**config.mk**
```make
export PLATFORM = sky130hd
export DESIGN_NAME = rau_gcd
export DESIGN_NICKNAME = d
export VERILOG_FILES = /design/src/rtl/rau_pkg.sv /design/src/rtl/rau_gcd.sv
export SDC_FILE = /design/constraint.sdc
export NUM_CORES = 1
export LEC_CHECK = 0
export BUFFER_PORTS_ARGS = -buffer_cell sky130_fd_sc_hd__buf_4
export CAP_MARGIN = 5
export CORE_MARGIN = 4
export CORE_UTILIZATION = 35
export DETAILED_ROUTE_END_ITERATION = 8
export GPL_ROUTABILITY_DRIVEN = 0
export PLACE_DENSITY = 0.48
export SLEW_MARGIN = 25
export SYNTH_ARGS = -nofsm -noshare
export SYNTH_HDL_FRONTEND = slang
export SYNTH_SLANG_ARGS = --single-unit
```
**constraint.sdc**
```tcl
create_clock -name clk -period 10.4 [get_ports clk]
set_input_delay 1.56 -clock clk [delete_from_list [all_inputs] [get_ports clk]]
set_output_delay 1.56 -clock clk [all_outputs]
set_load 0.01 [all_outputs]
```
**src/rtl/rau_pkg.sv**
```systemverilog
package rau_pkg;

  localparam int DATA_WIDTH = 32;
  localparam int DW = 2 * DATA_WIDTH;
  localparam int KW = $clog2(DW);

  typedef enum logic [2:0] {
    OP_NORM = 3'd0,
    OP_ADD  = 3'd1,
    OP_SUB  = 3'd2,
    OP_MUL  = 3'd3,
    OP_DIV  = 3'd4,
    OP_EQ   = 3'd5
  } op_t;

  typedef enum logic [1:0] {
    STS_OK   = 2'd0,
    STS_ZDEN = 2'd1,
    STS_OVF  = 2'd2
  } status_t;

  function automatic logic [DATA_WIDTH-1:0] mag(input logic [DATA_WIDTH-1:0] v);
    return v[DATA_WIDTH-1] ? (~v + 1'b1) : v;
  endfunction

endpackage

```
**src/rtl/rau_gcd.sv**
```systemverilog
module rau_gcd import rau_pkg::*; (
  input  logic          clk,
  input  logic          rst_n,
  input  logic          start,
  input  logic [DW-1:0] a_in,
  input  logic [DW-1:0] b_in,
  output logic          done,
  output logic [DW-1:0] g
);

  typedef enum logic [1:0] {G_IDLE, G_EVEN, G_AODD, G_LOOP} gst_t;

  gst_t          st_r, st_nxt;
  logic [DW-1:0] a_r, a_nxt, b_r, b_nxt, g_r, g_nxt;
  logic [KW-1:0] k_r, k_nxt;
  logic          done_r, done_nxt;

  always_comb begin
    st_nxt   = st_r;
    a_nxt    = a_r;
    b_nxt    = b_r;
    g_nxt    = g_r;
    k_nxt    = k_r;
    done_nxt = 1'b0;
    unique case (st_r)
      G_IDLE: begin
        if (start) begin
          if (a_in == '0) begin
            g_nxt    = b_in;
            done_nxt = 1'b1;
          end else if (b_in == '0) begin
            g_nxt    = a_in;
            done_nxt = 1'b1;
          end else begin
            a_nxt  = a_in;
            b_nxt  = b_in;
            k_nxt  = '0;
            st_nxt = G_EVEN;
          end
        end
      end
      G_EVEN: begin
        if (a_r[0] | b_r[0]) begin
          st_nxt = G_AODD;
        end else begin
          a_nxt = a_r >> 1;
          b_nxt = b_r >> 1;
          k_nxt = k_r + 1'b1;
        end
      end
      G_AODD: begin
        if (a_r[0]) st_nxt = G_LOOP;
        else        a_nxt = a_r >> 1;
      end
      G_LOOP: begin
        if (b_r == '0) begin
          g_nxt    = a_r << k_r;
          done_nxt = 1'b1;
          st_nxt   = G_IDLE;
        end else if (!b_r[0]) begin
          b_nxt = b_r >> 1;
        end else if (a_r > b_r) begin
          a_nxt = b_r;
          b_nxt = a_r - b_r;
        end else begin
          b_nxt = b_r - a_r;
        end
      end
      default: st_nxt = G_IDLE;
    endcase
  end

  always_ff @(posedge clk) begin
    a_r <= a_nxt;
    b_r <= b_nxt;
    g_r <= g_nxt;
    k_r <= k_nxt;
    if (!rst_n) begin
      st_r   <= G_IDLE;
      done_r <= 1'b0;
    end else begin
      st_r   <= st_nxt;
      done_r <= done_nxt;
    end
  end

  assign done = done_r;
  assign g    = g_r;

endmodule

```
Word level (Yosys, flattened, before mapping):

Index checks and enable logic that the tools add are counted.

* register bits after elaboration: 201
* input bits: 131

* bitwise operators: 1
* order comparisons: 1
* add/subtract/negate cells: 3
* mux-type cells: 39
* equality and inequality tests: 15
* reduce and logical (&&, ||, !) cells: 13
* shifts and indexed selects: 1

Operator list (number)
* $mux 64: 19
* $pmux 64 s4: 1
* $logic_not 64->1: 3
* $pmux 64 s3: 1
* $pmux 64 s2: 1
* $sub 64x64->64: 2
* $gt 64x64->1: 1
* $shl 64x6->64: 1
* $mux 6: 4
* $ne 2x2->1 const B: 11
* $mux 2: 6
* $pmux 6 s2: 1
* $reduce_and 6->1: 2
* $pmux 2 s4: 1
* $reduce_and 8->1: 1
* $reduce_and 7->1: 1
* $add 6x1->6 const B: 1
* $reduce_and 5->1: 1
* $eq 2x2->1 const B: 2
* $mux 1: 4
* $reduce_and 4->1: 1
* $reduce_bool 2->1: 2
* $ne 3x3->1 const B: 1
* $reduce_bool 3->1: 1
* 4 further kinds: 4

Depth between registers and ports, before layout:

* depth after elaboration: 5
* mapped depth: 17

Least setup slack after synthesis:

OpenSTA, ideal clock, no wires.

* kind: input port to flip-flop
* start: input a_in[15]
* end: register g_r[0], in the netlist g[0] (enable)
* data required time: 9.810 ns
* path buffers: 0
* cell stages on the path: 6
* slack: 2.151 ns
* arrival: 7.659 ns
* library setup time: 0.590 ns
* cell sequence: nor4_1 nand4_1 nor4_1 o21ai_0 or2_2 a221oi_1

* cells in the longest elaborated chain, start to end: 3

RTL lines
* from (decl): RTL line rau_gcd.sv:5 `input logic [DW-1:0] a_in,`
* $logic_not 64->1: RTL line rau_gcd.sv:28 `if (a_in == '0) begin`
* $ne 3x3->1 (no line)
* $reduce_and 4->1 (no line)
* to (signal assigned): RTL line rau_gcd.sv:76 `g_r <= g_nxt;`
* to (decl): RTL line rau_gcd.sv:14 `logic [DW-1:0] a_r, a_nxt, b_r, b_nxt, g_r, g_nxt;`

No other way between the ends.
A chain may end at the register's enable or synchronous reset.

Final worst setup path:

* start: register a_r[23]
* end: register a_r[53] (enable)

* cells in the longest elaborated chain, start to end: 3

RTL lines
* from (decl): RTL line rau_gcd.sv:14
* from (signal assigned): RTL line rau_gcd.sv:74 `a_r <= a_nxt;`
* $gt 64x64->1: RTL line rau_gcd.sv:62 `end else if (a_r > b_r) begin`
* $ne 2x2->1 (no line)
* $reduce_and 8->1 (no line)

No other way between the ends.

==> impl_results.md <==
- Outcome: completed
- I/O Buffers: 195
- Endpoint class of the critical path: flop
- Area leader, netlist: edfxtp_1
- Hold Buf Count CTS: 0
- Worst EP required: 10.58 ns
- Worst Hold Margin: 0.621 ns
- Ranking of synthesized cells by area: edfxtp_1, ha_1, a21oi_1
- DR vias: 23000
- Root Buffer: clkbuf_16
- Die Span X: 255 um
- Post_cts resized: 0
- Chip Height: 255 um
- Slowest CP cell: a211oi_4
- Largest net degree at the start of global routing: 79
- Syn_area_per_cell: 8.03 um^2
- CTS tree: done
- Number of flops mapped to enable cells by yosys: 198
- Crit path DAT: 6.21 ns
- Achievable frequency: 166 MHz
- All-Layer GR Usage: between 30 and 40%
- IO Count: 196
- Post-CTS Setup Inserts: 0
- P&R area growth vs syn: 13.0%
- WL final: 107000 um
- Worst-margin pin slew: 1.07 ns
- Post-synth ARST share: 0%
- Final min period: 6.03 ns
- Yosys top cell area share: 27.8%
- CTS buffer count: 26
- DP Area: 23300 um^2
- Clk sinks: 201
- WL per Instance: roughly 30 um
- Final number of hold-violating endpoints: 0
- Sequential cell area fraction in the yosys report: 28.1%
- Vias in the first global route: between 20000 and 25000
- Post-route cell area: 24200 um^2
- HP Class: reg -> reg
- Max-slew violations: 0
- Yosys reg bits: roughly 200
- Initial core utilization: a little over a third
- Crit Path Class: reg -> reg
- Most common cell after layout, fill and taps aside: nand2_1
- Crit-path max cell delay: 0.77 ns
- H-tree depth: 1
- Std cell rows: 90
- TNS Setup: 0 ns
- Drt pass-1 iters: 9
- Library cells used by synthesis: 78
- Cells along the critical path: inv_1 > ha_1 > nand4_1 > nor4_2 > nand3_1 > o211a_1 > a2bb2oi_2 > nand2_2 > buf_4 > a21oi_1 > a211oi_4 > buf_4
- CP dominant cell by count: buf_4
- Netlist Area Pre-Place: 21400 um^2
- Dpl hpwl: about 85000 um
- Syn_nets: 2931
- Die area: around 65000 um^2
- Final setup fails: 0
- Clk_skew: 0.0242 ns
- Antenna-violating nets left: 0
- Most frequent cells in the layout: nand2_1, a21oi_1, o21ai_0
- Syn Inst Count: 2664
- Vias/cell: between 6 and 7
- Slew margin rel.: around 28%
- Core region area: approximately 60000 um^2
- Initial antenna violation count: 0
- Worst-path maximum fanout: 47
- Final core occ: approximately two fifths
- Total grt overflow: 0
- Final nets: about 3000
- First-pass GRT wire length: about 150000 um
- Final period utilization: 58.0%
- Yosys warnings: 0
- Main synth FF type: edfxtp_1
- Max Root-Sink Buffers: 3
- Max Cap Viol: 0
- Worst-path clk slew: 0.06 ns
- Unrepaired setup endpoints after global routing: no
- DRT iter0 DRCs: 3161
- CP startpoint kind: flop
- Residual DRC: 0
- Fraction of layout cells with a size suffix above 1: between 10 and 15%
- Worst-Skew Late Latency: 0.57 ns
sequential cells by signal, summed over array words and instances, names as in the netlist:
signal / cells
st_r: 2
done: 1
k_r: 6
a_r: 64
b_r: 64
g: 64
metrics by stage:
step                      worst slack, ns  instances
after floorplan                      2.15       2664
after global placement               4.54       3479
after detailed placement             4.46       3479
after CTS                            4.45       3524
after global routing                 4.10       3524
final                                4.37       3526
critical path, delay by kind of cell (launching register included):
kind                       cells  cell delay [ns]
AOI/OAI and AO/OA              4             1.50
adders and majority gates      1             0.48
buffers and inverters          3             1.30
DFF                            1             0.52
and+or+nand+nor                4             1.74
routing by layer:
| layer | wire [um] | vias up | global-route usage [%] |
|---|---|---|---|
| li1 | - | 10100 | - |
| met1 | 46000 | 11100 | 45.2 |
| met2 | 44500 | 1522 | 45.7 |
| met3 | 11000 | 223 | 5.93 |
| met4 | 5100 | 0 | 12.7 |
| met5 | 0 | - | 0.220 |
logic make-up after synthesis:
family	share of synthesized area, %
AO/OA/AOI/OAI	30.4
adder cells (fa/ha/maj)	8.02
flip-flops	28.1
AND/OR/NAND/NOR	15.5
XOR/XNOR	2.66
multiplexers	8.57
buffers and inverters	6.86
cells in the mapped netlist (32+ instances only):
library cell,count
ha_1,134
a21oi_1,312
buf_2,48
inv_1,158
o21ai_0,310
nor4_1,56
mux2i_1,73
xnor2_1,42
a22oi_1,97
o211ai_1,32
nor2_1,149
nand4_1,54
edfxtp_1,198
nand2_1,336
a22o_1,32
mux4_2,46
a21o_1,38
clkbuf_1,115
cell type report:
class | count | area (um^2)
fillers | 6198 | 36300
clock inverters | 9 | 123
inverters | 161 | 604
flip-flops and latches | 201 | 6010
diodes | 2 | 5.00
clock buffers | 36 | 719
repair buffers | 229 | 1720
multi-input cells | 2106 | 14000
well taps | 782 | 978
final timing paths:
kind,start,to,slack [ns],cells past startpoint
worst max-delay path,a_r[23],a_r[53],4.37,12
worst max register to register,a_r[23],a_r[53],4.37,12
worst min-delay path,st_r[1],st_r[1],0.62,2
worst min register to register,st_r[1],st_r[1],0.62,2
Power is left out: the tool's default activity adds up to more than one toggle a clock period on the data nets, which glitch-free logic cannot reach.
