### src/rtl/rau_pkg.sv
package rau_pkg;

  localparam int DATA_WIDTH = 32;
  localparam int DW = 2 * DATA_WIDTH;
  localparam int KW = $clog2(DW);

  typedef enum logic [2:0] {
    OP_NORM = 3'd0,
    OP_ADD  = 3'd1,
    OP_SUB  = 3'd2,
    OP_MUL  = 3'd3,
    OP_DIV  = 3'd4,
    OP_EQ   = 3'd5
  } op_t;

  typedef enum logic [1:0] {
    STS_OK   = 2'd0,
    STS_ZDEN = 2'd1,
    STS_OVF  = 2'd2
  } status_t;

  function automatic logic [DATA_WIDTH-1:0] mag(input logic [DATA_WIDTH-1:0] v);
    return v[DATA_WIDTH-1] ? (~v + 1'b1) : v;
  endfunction

endpackage

### src/rtl/rau_div.sv
module rau_div import rau_pkg::*; (
  input  logic          clk,
  input  logic          rst_n,
  input  logic          start,
  input  logic [DW-1:0] n_in,
  input  logic [DW-1:0] d_in,
  output logic          done,
  output logic [DW-1:0] q
);

  logic          busy_r, busy_nxt, done_r, done_nxt;
  logic [DW-1:0] q_r, q_nxt, r_r, r_nxt, d_r, d_nxt;
  logic [KW-1:0] cnt_r, cnt_nxt;
  logic [DW:0]   rs, diff;
  logic          ge;

  assign rs   = {r_r, q_r[DW-1]};
  assign ge   = rs >= {1'b0, d_r};
  assign diff = rs - {1'b0, d_r};

  always_comb begin
    busy_nxt = busy_r;
    done_nxt = 1'b0;
    q_nxt    = q_r;
    r_nxt    = r_r;
    d_nxt    = d_r;
    cnt_nxt  = cnt_r;
    if (busy_r) begin
      r_nxt   = ge ? diff[DW-1:0] : rs[DW-1:0];
      q_nxt   = {q_r[DW-2:0], ge};
      cnt_nxt = cnt_r - 1'b1;
      if (cnt_r == '0) begin
        busy_nxt = 1'b0;
        done_nxt = 1'b1;
      end
    end else if (start) begin
      busy_nxt = 1'b1;
      q_nxt    = n_in;
      r_nxt    = '0;
      d_nxt    = d_in;
      cnt_nxt  = KW'(DW - 1);
    end
  end

  always_ff @(posedge clk) begin
    q_r   <= q_nxt;
    r_r   <= r_nxt;
    d_r   <= d_nxt;
    cnt_r <= cnt_nxt;
    if (!rst_n) begin
      busy_r <= 1'b0;
      done_r <= 1'b0;
    end else begin
      busy_r <= busy_nxt;
      done_r <= done_nxt;
    end
  end

  assign done = done_r;
  assign q    = q_r;

endmodule

### config.mk
export PLATFORM = sky130hd
export DESIGN_NAME = rau_div
export DESIGN_NICKNAME = d
export VERILOG_FILES = /design/src/rtl/rau_pkg.sv /design/src/rtl/rau_div.sv
export SDC_FILE = /design/constraint.sdc
export NUM_CORES = 1
export LEC_CHECK = 0
export ABC_AREA = 1
export ABC_CLOCK_PERIOD_IN_PS = 6300
export BUFFER_PORTS_ARGS = -buffer_cell sky130_fd_sc_hd__clkbuf_2
export CORE_UTILIZATION = 35
export CTS_CLUSTER_SIZE = 28
export DETAILED_ROUTE_END_ITERATION = 10
export PLACE_DENSITY = 0.5
export SYNTH_ARGS = -nofsm -noshare
export SYNTH_HDL_FRONTEND = slang
export SYNTH_SLANG_ARGS = --single-unit
### constraint.sdc
create_clock -name clk -period 6.3 [get_ports clk]
set_clock_uncertainty 0.2 [all_clocks]
set_input_delay 0.315 -clock clk [delete_from_list [all_inputs] [get_ports clk]]
set_output_delay 0.315 -clock clk [all_outputs]
set_load 0.005 [all_outputs]
* Word-level counts from Yosys, hierarchy flattened
Cells that the tools add are included.
** Cells by class
- $add $sub $neg :: 2
- Multiply operators :: 0
- Divide/modulo/power cells :: 0
- Magnitude comparators :: 1
- Eq/ne operators :: 0
- Shifts and indexed selects :: 0
- Multiplexer cells :: 11
- Bitwise operators :: 1
- Reductions and logical operators :: 4
** Operators with widths (number)
- $mux W64 :: 5
- $ge A65 B64 Y1 :: 1
- $sub A64 B64 Y64 :: 1
- $mux W6 :: 2
- $logic_not A6 Y1 :: 1
- $sub A6 B1 Y6 const B :: 1
- $mux W1 :: 4
- $reduce_and A2 Y1 :: 2
- $reduce_bool A2 Y1 :: 1
- $not A1 Y1 :: 1
** Storage, ports and cells
- Register bits after elaboration :: 200
- Bits in latches :: 0
- Memory bits (writable) :: 0
- Memory bits (read-only) :: 0
- Bits of input ports :: 131
- Output and inout port bits :: 65
- Word-level logic and storage cells :: 25
- Memories kept :: 0

* Logic depth before layout (Yosys ltp)
- Depth after elaboration :: 3
- Gate-level depth with buffers :: 19
- Mapped depth without buffers :: 17

* Least setup slack after synthesis
Ideal clock, no wire load.
- Path kind :: register -> register
- From :: register busy_r
- To :: register cnt_r[0] (enable)
- Setup time :: 1.151 ns
- Arrival time :: 3.040 ns
- Required time :: 4.949 ns
- Setup slack :: 1.909 ns
- Stages on the path, launching flop included :: 5
- Clock period less this slack :: 4.391 ns
- Cell sequence :: dfxtp_1 > clkbuf_1 > inv_2 > clkbuf_1 > nand2_1
** Between the ends
- Word-level cells in the longest chain between the ends :: 1
** Ends and longest elaborated chain
- from (decl) :: line rau_div.sv:11 : logic busy_r, busy_nxt, done_r, done_nxt;
- from (signal assigned) :: line rau_div.sv:54 : busy_r <= busy_nxt;
- $reduce_bool A2 Y1 (no line)
- to (signal assigned) :: line rau_div.sv:49 : cnt_r <= cnt_nxt;
- to (decl) :: line rau_div.sv:13 : logic [KW-1:0] cnt_r, cnt_nxt;
Every way passes these cells.
A chain may end at the register's enable or synchronous reset.

* Final worst setup path
- From :: register r_r[47]
- To :: register r_r[33], data pin
** Between the ends
- Word-level cells in the longest chain between the ends :: 3
** Ends and longest elaborated chain
- from (decl) :: line rau_div.sv:12 : logic [DW-1:0] q_r, q_nxt, r_r, r_nxt, d_r, d_nxt;
- from (signal assigned) :: line rau_div.sv:47 : r_r <= r_nxt;
- $ge A65 B64 Y1 :: line rau_div.sv:18 : assign ge = rs >= {1'b0, d_r};
- $mux W64 :: line rau_div.sv:29 : r_nxt = ge ? diff[DW-1:0] : rs[DW-1:0];
- $mux W64 :: line rau_div.sv:28 : if (busy_r) begin
Every way passes these cells.

==> qor.txt <==
Final setup vio count -> 0
I/O Buffers -> 195
Cells after synthesis -> 2188
Vias per Instance -> 4.49
PD cells -> 249 nW/um^2
Sequential power share -> 38.3%
Slew headroom -> 30.0%
Syn_area_per_cell -> 6.72 sq um
Detailed Routing Iterations Pass 1 -> 7
P_leak -> 9.92 nW
Io pins -> 196
Share of layout cells above drive strength 1 -> 10.2%
Worst slew pin tran -> 1.05 ns
Setup TNS Final -> 0 ns
Yosys top cell by area -> edfxtp_1
DRC viols -> 0
H-tree depth -> 4
Pint -> 2.74 mW
Delay-heaviest family, CP -> simple AND/OR/NAND/NOR gates
Vias in the first global route -> 13600
Cell area after synthesis -> 14700 sq um
Starting Density -> 35.7%
Synth Warn # -> 0
Bufs and invs on worst path -> 0
Combinational fraction of design power -> 37.3%
Main synth FF type -> edfxtp_1
Synth top area share -> 40.5%
CP required -> 6.34 ns
CP max stage cell -> nand2_2
Clk_lat worst skew -> 0.50 ns
Area Growth Syn to Fin -> 22.9%
Average wire per standard cell -> 15.5 um
Asr flop ratio synth -> 0%
Hold Path Class -> primary input to flip-flop
Die width -> 207 um
First-pass GRT wire length -> 73.9 mm
DRT antenna net count -> 0
Post-layout util -> 43.9%
Initial drt markers -> 791
Crit path max fanout -> 50
Sequential area share after synthesis -> 40.7%
Crit path DAT -> 3.91 ns
HPWL after DPL -> 36.1 mm
Final hold vios -> 0
Period utilisation layout -> 61.5%
Inserted Diodes -> 0
Library cells used by synthesis -> 34
Post-synth EDFFs -> 198
Clk sink count -> 200
Area contributors post-synth -> edfxtp_1, nand2_1, inv_1
Vias -> 13600
Crit path cell chain -> ha_1 -> nand2_1 -> nor2_1 -> nand2_1 -> nor3_4 -> nand2_4 -> nand2_2 -> nand2_1 -> nand2_1 -> nor2_1
Clock share of power -> 24.4%
Die height -> 207 um
RSZ-0062 raised after global routing -> false
Maximum root-to-sink buffer count -> 2
Routed wire length -> 47.0 mm
CTS tree -> yes
Worst VDD drop -> 0.195 mV
Crit end category -> flip-flop
Filler cells -> 4359
Syn nets -> 2386
CP peak stage delay -> 0.74 ns
Inserted Clock Buffers -> 17
Global route overflow -> 0
Die area -> 42800 sq um
P_sw -> 1.76 mW
Net Sw Frac -> 39.1%
Slew Limit Fails -> 0
Total GRT Usage -> 23.0%
Largest net degree at the start of global routing -> 93
#FFs+latches synth -> 200
Maximum clock rate -> 258 MHz
Most used cell, CP -> nand2_1
Final Net Count -> 2694
Critical Path Source Type -> flip-flop
Initial antenna violation count -> 0
Post-CTS Setup Bufs -> 0
Rows -> 74
# Max-Cap Violations -> 0
Critical Setup Path Class -> flip-flop to flip-flop
Clk root buf -> clkbuf_16
CTS clk-pin slew, worst paths -> 0.08 ns
Storage cell area -> 5990 sq um
Crit path time final -> 3.87 ns
Core outline area -> 41100 sq um
Routability cong. -> 0.938
Status -> complete, no violations
Multi-input logic area -> 6820 sq um
-- synth_stat cells, types with 9 or more instances --
master      n
a21oi_1    44
buf_2       9
clkbuf_1   23
edfxtp_1  198
ha_1       66
inv_1     449
nand2_1   948
nand3_1    72
nand3b_1   40
nand4_1    11
nor2_1    237
xor2_1     30
-- cell type report --
type / instances / area share, %
tap: 532 / 3.69
inverter: 453 / 9.42
clock inverter: 14 / 0.755
multi-input combinational: 1494 / 37.8
timing repair buffer: 330 / 12.8
clock buffer: 18 / 2.38
sequential: 200 / 33.2
-- through the flow --
stage	power, mW	instance area [sq um]	setup slack (ns)	cells	hold WS [ns]
global placement	3.36	16200	2.51	2880	0.291
detailed placement	3.36	16200	2.44	2880	0.294
global route	4.84	18100	2.11	3041	0.299
floorplan	2.86	14700	1.91	2188	0.214
CTS	4.55	18100	2.42	3041	0.277
finish	4.50	18100	2.43	3041	0.327
-- routing by layer --
layer / up-vias / GRT usage (%) / share of wire (%)
met4: 0 / 8.73 / 2.8
met1: 6068 / 30.2 / 48
met5: - / 0 / 0
met2: 321 / 37.2 / 45
li1: 7204 / - / -
met3: 53 / 4.52 / 4.6
-- state kept, by name, indices dropped and copies added (netlist names) --
name	flops
busy_r	1
cnt_r	6
d_r	64
done	1
q	64
r_r	64
-- power by group through the flow --
stage | sequential, mW | combinational [mW] | clock, mW
finish | 1.72 | 1.68 | 1.10
global route | 1.74 | 1.92 | 1.18
CTS | 1.72 | 1.69 | 1.15
detailed placement | 1.75 | 1.62 | 0
global placement | 1.75 | 1.61 | 0
floorplan | 1.74 | 1.13 | 0
-- what timing repair did --
item                      in CTS  in global routing
hold buffers                 129                  0
gates resized for setup        0                  0
hold endpoints to repair     130                  0
-- layout by cell type, fill, tap and decap left out, types with 4 or more instances in the layout --
master and count:
clkbuf_2 195, a21oi_1 44, ha_1 66, nor3_1 8
nand3_1 72, nor2_1 236, xor2_1 30, o21ai_0 8
dlygate4sd3_1 129, inv_6 4, buf_4 6, nand2_1 947
nand4_1 11, nand3b_1 40, inv_2 4, inv_1 449
edfxtp_1 198, clkbuf_16 17, nand2_2 4, and2_1 4
nor2_2 5
-- kinds of logic after synthesis --
family	count (synthesis)	synth area share, %
and+or+nand+nor	1341	36.8
buffers and inverters	494	13.0
DFF	200	40.7
adders and majority gates	67	5.76
AOI/OAI and AO/OA	55	1.92
xor gates and xnor gates	31	1.85
-- final timing paths --
kind,slack (ns),startpoint,endpoint,cells past startpoint
max reg2reg,2.43,r_r[47],r_r[33],10
max,2.43,r_r[47],r_r[33],10
min reg2reg,0.35,q[48],q[49],2
min,0.33,d_in[14],d_r[14],2
Note: power is estimated with default switching activity, not from simulation.
